### config.mk
export PLATFORM = sky130hd
export DESIGN_NAME = kih_queue
export DESIGN_NICKNAME = d
export VERILOG_FILES = /design/src/assert_macros.svh /design/src/kih_queue.sv
export SDC_FILE = /design/constraint.sdc
export NUM_CORES = 1
export LEC_CHECK = 0
export ABC_AREA = 1
export BUFFER_PORTS_ARGS = -buffer_cell sky130_fd_sc_hd__buf_2
export CORE_MARGIN = 3
export CORE_UTILIZATION = 50
export DETAILED_ROUTE_END_ITERATION = 10
export GPL_ROUTABILITY_DRIVEN = 0
export MAX_ROUTING_LAYER = met4
export PLACE_DENSITY_LB_ADDON = 0.2
export SETUP_SLACK_MARGIN = 0.05
export SYNTH_ARGS = -nofsm -noshare
export SYNTH_HDL_FRONTEND = slang
export SYNTH_SLANG_ARGS = --single-unit
### constraint.sdc
create_clock -name clock -period 3.9 [get_ports clock]
set_clock_uncertainty 0.15 [all_clocks]
set_input_delay 0.39 -clock clock [delete_from_list [all_inputs] [get_ports clock]]
set_output_delay 0.39 -clock clock [all_outputs]
set_load 0.01 [all_outputs]
### src/assert_macros.svh
// Assertion macros used by the top level of the key intern table.
`ifndef ASSERT_MACROS_SVH
`define ASSERT_MACROS_SVH

// Clocked assertion, ignored while reset is high.
`define KIH_ASSERT(name, clk, rst, prop, msg) \
   name: assert property (@(posedge clk) disable iff (rst) prop) else $error(msg);

// Clocked assertion that also holds during reset.
`define KIH_ASSERT_ALWAYS(name, clk, prop, msg) \
   name: assert property (@(posedge clk) prop) else $error(msg);

`endif

### src/kih_queue.sv
// Two-word queue between the front and the back.
`timescale 1ns / 1ps
module kih_queue #(
   parameter int WIDTH = 8
) (
   input  logic             clock,
   input  logic             reset,
   input  logic             push,
   input  logic [WIDTH-1:0] push_data,
   input  logic             pop,
   output logic [WIDTH-1:0] head,
   output logic             empty,
   output logic             full
);
   logic [WIDTH-1:0] data_ff [2];
   logic             wp_ff, wp_in, rp_ff, rp_in;
   logic [1:0]       cnt_ff, cnt_in;

   // Advance pointers and count.
   always_comb begin
      wp_in  = push ? ~wp_ff : wp_ff;
      rp_in  = pop ? ~rp_ff : rp_ff;
      cnt_in = cnt_ff + {1'b0, push} - {1'b0, pop};
   end

   always_ff @(posedge clock) begin
      if (reset) begin
         wp_ff  <= 1'b0;
         rp_ff  <= 1'b0;
         cnt_ff <= 2'd0;
      end else begin
         wp_ff  <= wp_in;
         rp_ff  <= rp_in;
         cnt_ff <= cnt_in;
      end
   end

   // Store pushed word.
   always_ff @(posedge clock) begin
      if (push) data_ff[wp_ff] <= push_data;
   end

   assign head  = data_ff[rp_ff];
   assign empty = (cnt_ff == 2'd0);
   assign full  = (cnt_ff == 2'd2);
endmodule

==> results.md <==
* RSZ-0062 raised after global routing: no
* Row count at 14
* Status: completed
* Worst slack, placed at 2.25 ns
* Leak Pwr at 0.439 nW
* CTS resizes at 0
* Number of global-route vias before repair at 451
* Routed Antenna Nets at 0
* Wire per inst at 12.1 um
* Max_slew headroom at 57.6%
* N_diodes at 0
* Initial antenna violation count at 0
* Maxcap violations at 0
* Avg Cell Area, Syn at 14.9 um^2
* Synth Area in Simple Gates at 6.59%
* Worst Hold Class: in2reg
* Largest family of logic cells by synthesized area: multiplexers
* Final #Nets at 95
* Post-Synth XOR/XNOR Area at 1.05%
* Total grt overflow at 0
* Count of input and output buffers at 21
* Bufs and invs on worst path at 1
* Worst-Skew Late Latency at 0.29 ns
* Clk buf depth at 2
* Reg area at 581 um^2
* Area of the multi-input gates at 214 um^2
* Post-synthesis sequential area ratio at 69.5%
* Critical Path End Type: output pin
* Via density at 5.14
* Die width at 46.9 um
* Crit path max fanout at 8
* Max-slew violations at 0
* Post-synthesis register bit count at 21
* Cell taking the most area after synthesis: edfxtp_1
* Root buffer cell: clkbuf_4
* Post-route minimum period at 1.97 ns
* Hold_ws at 0.122 ns
* Post-Synth Adder-Cell Area at 2.99%
* Syn. warnings at 0
* Final Setup Violations at 0
* Multiplexer area fraction after synthesis at 14.4%
* Crit-path leading delay family: flip-flops
* Critical Path Start Type: flop
* CP max stage cell: dfxtp_1
* Drt pass-1 iters at 4
* Ys flop type: edfxtp_1
* Largest net degree at the start of global routing at 13
* Final core utilization at 63.4%
* Count leader, synth: edfxtp_1
* Tot Pwr at 0.000432 W
* Asr flop ratio synth at 0%
* Proportion of layout cells with a drive suffix above 1 at 41.3%
* Synth top area cells: edfxtp_1 57%, mux2_4 14%, dfxtp_1 12%
* PD cells at 442 mW/mm^2
* Crit-path cells: mux2_4, buf_2
* DR DRC count at 0
* Clk sink count at 21
* Worst reg-to-reg setup slack at 2.43 ns
* Worst-Margin Slew at 0.633 ns
* Final wirelength at 1.16 mm
* Fillers at 118
* Clock transition at path regs at 0.11 ns
* Kind of critical path: reg2out
* Worst VDD drop at 0.000280 V
* Detailed Place HPWL at 886 um
* Post-synth top cells: 16 x edfxtp_1, 8 x inv_1, 8 x mux2_4, 8 x nor2_1, 5 x dfxtp_1
* Unique masters post-synth at 12
* DIE AREA at 0.00220 mm^2
* GRT Util Overall at 12.5%
* Core area at 0.00154 mm^2
* CTS tree: built
* Post-synth EDFFs at 16
* Final hold violations at 0
* CTS Hold Bufs at 0
* Cells after Synth at 56
* Global-route wire length before repair at 1.81 mm
* Initial core utilization at 54.2%
* Share of the synthesized area in the top cell type at 57.5%
* Via count at 493
* Layout area overhead at 16.9%
* Iteration-0 DRC Markers at 6
* Inserted Clock Buffers at 3
* TNS Setup at 0 ns
* Setup Fix Bufs, Post-CTS at 0
* Final WS setup at 1.93 ns
* Tcrit/Tclk final at 50.5%
* Post-Syn Nets at 70
* Die Y-Extent at 46.9 um
* Io pins at 22
* Fmax at 0.508 GHz
* H-tree Lvls at 1
* Synth Area in Compound Gates at 0.599%
* Worst path arrival time at 1.43 ns
* Worst EP required at 3.36 ns
* Crit path largest cell delay at 0.65 ns
* Post-Syn Area at 836 um^2
-- cell usage in the layout, fill, tap and decap left out --
master | synthesis | final
a21oi_1 | 1 | 1
buf_2 | 0 | 21
clkbuf_4 | 0 | 3
clkinv_2 | 0 | 1
dfxtp_1 | 5 | 5
edfxtp_1 | 16 | 16
ha_1 | 2 | 2
inv_1 | 8 | 8
mux2_4 | 8 | 8
nand2_1 | 4 | 4
nand3_1 | 1 | 1
nor2_1 | 8 | 8
nor3_1 | 1 | 1
xnor2_1 | 1 | 1
-- logic make-up (layout without fill, tap and decap cells) --
logic type               Yosys count  count (layout)
buffers and inverters              9              33
adder cells (fa/ha/maj)            2               2
XOR/XNOR                           1               1
flip-flops                        21              21
AO/OA/AOI/OAI                      1               1
AND/OR/NAND/NOR                   14              14
multiplexers                       8               8
-- worst reg2reg max path, delay by kind of cell (launching register included) --
kind,cells,cell delay [ns]
AND/OR/NAND/NOR,2,0.12
flip-flops,1,0.38
AO/OA/AOI/OAI,1,0.12
adder cells (fa/ha/maj),2,0.45
buffers and inverters,3,0.16
-- metrics by stage --
| stage | instances | cell area, um^2 |
|---|---|---|
| 2_1_floorplan | 56 | 836 |
| 3_3_place_gp | 92 | 950 |
| 3_5_place_dp | 92 | 950 |
| 4_1_cts | 96 | 977 |
| 5_1_grt | 96 | 977 |
| 6_report | 96 | 977 |
-- path summary, 6_finish.rpt --
kind,from,end,depth (start not counted)
setup / recovery,flop,head[0],2
hold / removal,push_data[6],data_ff[1][6]$_DFFE_PP_,1
setup reg to reg,cnt_ff[0]$_SDFF_PP0_,cnt_ff[1]$_SDFF_PP0_,8
hold reg to reg,wp_ff$_SDFFE_PP0P_,wp_ff$_SDFFE_PP0P_,2
-- sequential cells by signal, indices dropped and copies added, names as in the netlist, named ones only --
signal and count:
data_ff 16, wp_ff 1, rp_ff 1, cnt_ff 2
-- layout make-up --
type	instances	area share, %
clock inverter	1	0.512
inverter	8	3.07
clock buffer	3	2.30
timing repair buffer	21	10.8
multi-input combinational	26	21.9
tap	16	2.05
sequential	21	59.4
-- routing by layer --
metal  GRT usage, %  wire [um]
met2           20.1        593
met5              -          0
met1           14.5        465
met4           6.63          9
met3           2.68         95
-- report_power, final --
part | leakage, nW | internal (W) | switching (W)
clock | 0.0177 | 0.0000382 | 0.0000612
sequential | 0.192 | 0.000257 | 0.0000101
combinational | 0.230 | 0.0000349 | 0.0000311
total | 0.439 | 0.000330 | 0.000102
Note: power is estimated with default switching activity, not from simulation.
