[src/assert_macros.svh]
// Assertion macros used by the top level of the key intern table.
`ifndef ASSERT_MACROS_SVH
`define ASSERT_MACROS_SVH

// Clocked assertion, ignored while reset is high.
`define KIH_ASSERT(name, clk, rst, prop, msg) \
   name: assert property (@(posedge clk) disable iff (rst) prop) else $error(msg);

// Clocked assertion that also holds during reset.
`define KIH_ASSERT_ALWAYS(name, clk, prop, msg) \
   name: assert property (@(posedge clk) prop) else $error(msg);

`endif

[src/kih_pkg.sv]
// Package: payload types, op and status codes, state enum, FNV basis and step function.
`timescale 1ns / 1ps
package kih_pkg;

   typedef enum logic [1:0] {
      OP_INTERN = 2'd0,
      OP_FIND   = 2'd1,
      OP_CLEAR  = 2'd2,
      OP_RSVD   = 2'd3
   } op_type;

   typedef enum logic [2:0] {
      ST_INSERTED = 3'd0,
      ST_REFED    = 3'd1,
      ST_FOUND    = 3'd2,
      ST_NOTFOUND = 3'd3,
      ST_TOOLONG  = 3'd4,
      ST_FULL     = 3'd5
   } status_type;

   typedef enum logic [2:0] {
      BK_INIT,
      BK_IDLE,
      BK_MOD,
      BK_MODSUB,
      BK_READ,
      BK_CMP,
      BK_RESP
   } back_state_type;

   typedef struct packed {
      logic [1:0] op;
      logic [7:0] key_byte;
      logic       byte_valid;
      logic       last;
   } req_type;

   typedef struct packed {
      logic [2:0]  status;
      logic [7:0]  slot;
      logic [31:0] use_count;
      logic [8:0]  entry_count;
      logic [63:0] key_hash;
   } rsp_type;

   localparam logic [63:0] FNV_BASIS = 64'hCBF29CE484222325;
   localparam logic [31:0] REF_MAX   = 32'hFFFFFFFF;

   // One FNV-1a round; the prime is 2^40 + 0x1B3.
   function automatic logic [63:0] fnv_step(input logic [63:0] h, input logic [7:0] b);
      logic [63:0] x;
      x = h ^ {56'd0, b};
      return (x << 40) + (x * 64'h1B3);
   endfunction

endpackage

[src/kih_front.sv]
// Front: hash key bytes, buffer the key, queue a command on the last word.
`timescale 1ns / 1ps
module kih_front #(
   parameter int MAX_KEY_BYTES = 32,
   parameter int LEN_W = 6,
   parameter int CMD_W = 8
) (
   input  logic              clock,
   input  logic              reset,
   input  logic              accept,
   input  kih_pkg::req_type  req,
   output logic              push,
   output logic [CMD_W-1:0]  cmd
);
   import kih_pkg::*;

   typedef struct packed {
      logic [1:0]                   op;
      logic [63:0]                  hash;
      logic [LEN_W-1:0]             len;
      logic                         over;
      logic [MAX_KEY_BYTES*8-1:0]   key;
   } cmd_type;

   logic [63:0]      hash_ff, hash_in;
   logic [LEN_W-1:0] len_ff, len_in;
   logic             over_ff, over_in;
   logic [7:0]       keybuf_ff [MAX_KEY_BYTES];
   logic             store;
   cmd_type          cmd_d;

   // Fold the byte and extend the key.
   always_comb begin
      store   = accept && req.byte_valid && (len_ff < LEN_W'(MAX_KEY_BYTES));
      hash_in = hash_ff;
      len_in  = len_ff;
      over_in = over_ff;
      if (accept && req.byte_valid) begin
         hash_in = fnv_step(hash_ff, req.key_byte);
         if (store) len_in = len_ff + 1'b1;
         else over_in = 1'b1;
      end
      cmd_d.op   = req.op;
      cmd_d.hash = hash_in;
      cmd_d.len  = len_in;
      cmd_d.over = over_in;
      for (int i = 0; i < MAX_KEY_BYTES; i++) begin
         cmd_d.key[i*8 +: 8] = (store && LEN_W'(i) == len_ff) ? req.key_byte : keybuf_ff[i];
      end
   end

   always_ff @(posedge clock) begin
      if (reset) begin
         hash_ff <= FNV_BASIS;
         len_ff  <= '0;
         over_ff <= 1'b0;
      end else if (accept && req.last) begin
         hash_ff <= FNV_BASIS;
         len_ff  <= '0;
         over_ff <= 1'b0;
      end else begin
         hash_ff <= hash_in;
         len_ff  <= len_in;
         over_ff <= over_in;
      end
   end

   // Buffer the stored byte.
   always_ff @(posedge clock) begin
      for (int i = 0; i < MAX_KEY_BYTES; i++) begin
         if (store && LEN_W'(i) == len_ff) keybuf_ff[i] <= req.key_byte;
      end
   end

   assign push = accept && req.last;
   assign cmd  = cmd_d;
endmodule

[config.mk]
export PLATFORM = sky130hd
export DESIGN_NAME = kih_front
export DESIGN_NICKNAME = d
export VERILOG_FILES = /design/src/assert_macros.svh /design/src/kih_pkg.sv /design/src/kih_front.sv
export SDC_FILE = /design/constraint.sdc
export NUM_CORES = 1
export LEC_CHECK = 0
export ABC_AREA = 1
export BUFFER_PORTS_ARGS = -buffer_cell sky130_fd_sc_hd__buf_2
export CAP_MARGIN = 40
export CORE_ASPECT_RATIO = 0.9
export CORE_UTILIZATION = 25
export DETAILED_ROUTE_END_ITERATION = 12
export SYNTH_ARGS = -nofsm -noshare
export SYNTH_HDL_FRONTEND = slang
export SYNTH_SLANG_ARGS = --single-unit
[constraint.sdc]
create_clock -name clock -period 1.6 [get_ports clock]
set_clock_uncertainty 0.1 [all_clocks]
set_input_delay 0.16 -clock clock [delete_from_list [all_inputs] [get_ports clock]]
set_output_delay 0.16 -clock clock [all_outputs]
set_load 0.05 [all_outputs]
==> metrics.cfg <==
[drt]
ant_nets=0
drtIter0Drc=9
drc_errors=0
wl_per_cell_um=9.10
vias=622
via_per_inst=4.29
first_pass_iters=4
wl_mm=1.32

[timing]
relSlewSlack=0.746
tightest_slew_ns=0.380
rsz0062_at_grt=true
tns_ns=-1.55
finalCritPeriodShare=1.13
finalHoldViolations=0
setup_violations=8
fin_crit_ns=1.80
max_clock_freq_ghz=0.555
maxSlewViolCount=0
setup_ws_ns=-0.202

[cells_and_area]
finalNonFillerCells=145
n_fill_cell=253
multi_input_area_sq_um=359
layout_commonest_cell=nand2_1
ff_latch_area_sq_um=283
design_area_sq_um=988
num_antenna_cells=0
layout_common_cells=nand2_1, inv_1, buf_2
area_growth_pct=49.6
layout.nets=135
drive_above_1_share=0.470

[cts]
cts_hold_buf=0
cts_max_level=1
clkLatencyLatePin_ns=0.27
cts_tree=built
clockBufferDepth=2
clk_pin_slew_ns=0.09
clock-root-buffer=clkbuf_4
numCtsBuffers=3
clock-sinks=14

[setup_path]
rr_endpoint=keybuf_ff[0][7]
endpoint_kind=output pin
crit_arrival_ns=1.54
crit_chain=inv_2 -> ha_4 -> inv_2 -> nor2_4 -> buf_4 -> nand3_4 -> nand2_1 -> o21ai_2 -> buf_6
max_stage_delay_ns=0.33
crit_path_frequent_cell=inv_2
reg2reg_depth=9
regToRegSetupSlack_ns=0.17
crit_path_max_fanout=8
rr_startpoint=len_ff[0]
worstPathRequired_ns=1.34
cp-start-kind=register
critPathKind=reg -> out
cp-endpoint=cmd[1]
crit_slowest_cell=dfxtp_2
startpoint=len_ff[0]

[flow_run]
cap_violations=0

[global_route]
gr-usage-all-layers=0.0974
grt_max_degree=12
grt_antenna_before_repair=0
grt_pass1_vias=542
overflow=0
grt_pass1_wl_mm=2.14

[synth]
yosys_warnings=0
syn_inst=85
yosysUniqueCellTypes=13
synth_area_sq_um=661
syn-mean-instance-area_sq_um=7.77
yosysSeqAreaShare=0.424
syn_nets=102
ys_ff_latch=14

[status]
status=finished with violations
failed_checks=negative setup slack

[die]
chipWidth_um=56.2
core-area_sq_um=2470
row_count=17
initial_core_util=0.268
dieHeight_um=50.8
ios=24
die_area_sq_um=2850

[placement]
place_area_sq_um=820
gp_congestion=0.777
dpl.cell_count=137
dp.final_hpwl_um=896
numPortBuffers=21

[power]
p_per_area_nw_per_um2=1060
peakVddDrop_mv=0.842
p_leak_uw=0.000472
power_uw=1050

[hold_path]
hp-class=in -> reg

metrics by stage:
| step | worst slack [ns] | utilization | hold slack (ns) |
|---|---|---|---|
| after floorplan | -0.116 | - | 0.251 |
| after global placement | -0.0747 | 0.332 | 0.321 |
| after detailed placement | -0.0856 | 0.332 | 0.325 |
| after CTS | -0.219 | 0.390 | 0.0304 |
| after global routing | -0.299 | 0.401 | 0.0429 |
| final | -0.202 | 0.401 | 0.0482 |
synthesized netlist by cell type, drive strengths merged:
cell type	number	area share
a21oi	4	0.030
dfxtp	14	0.42
nand3	4	0.049
inv	18	0.10
ha	2	0.038
buf	1	0.017
nand2	20	0.13
o21ai	10	0.12
nor2	12	0.093
worst min-delay path by stage:
stage,start,endpoint,slack (ns),depth (start not counted)
floorplan,reset,len_ff[4],0.25,3
global placement,req[5],keybuf_ff[0][3],0.32,3
detailed placement,req[7],keybuf_ff[0][5],0.33,3
CTS,req[7],keybuf_ff[0][5],0.03,3
global route,req[6],keybuf_ff[0][4],0.04,3
finish,req[6],keybuf_ff[0][4],0.05,3
cells by family (layout without fill, tap and decap cells):
kind of cell | Yosys count | count (layout) | synth area share
simple gates | 36 | 37 | 0.267
compound gates | 14 | 14 | 0.152
buf+inv | 19 | 50 | 0.119
flops | 14 | 14 | 0.424
fa+ha+maj | 2 | 2 | 0.0379
where the power goes:
part           internal (uW)  switching (uW)
Clock                    138             115
Sequential               390            13.3
Combinational            145             245
Total                    673             373
area by class of cell:
cell class	count	area share
clock buffers	4	0.0367
repair buffers	28	0.210
inverters	18	0.0684
well taps	28	0.0354
multi-input cells	53	0.363
flip-flops and latches	14	0.286
registers in the layout, indices dropped and copies added (netlist names):
signal     flops
keybuf_ff      8
len_ff         6
routing by layer:
metal	track usage	vias to the layer above	share of wire
met4	0.0366	0	0.0030
li1	-	324	-
met2	0.175	22	0.51
met3	0.0335	2	0.058
met5	0	-	0
met1	0.106	274	0.43
repair_timing:
item                                    CTS  global route
endpoints found under the setup margin    8             8
setup buffers                             1             2
gates resized for setup                  27             3
gates cloned                              1             0
pin swaps                                 3             1
critical path: cells and delay by family, from the launching register on:
family                     cells  cell delay [ns]
buffers and inverters          4             0.40
DFF                            1             0.33
and+or+nand+nor                3             0.33
adders and majority gates      1             0.13
AOI/OAI and AO/OA              1             0.07
Power figures use the tool's default switching activity.
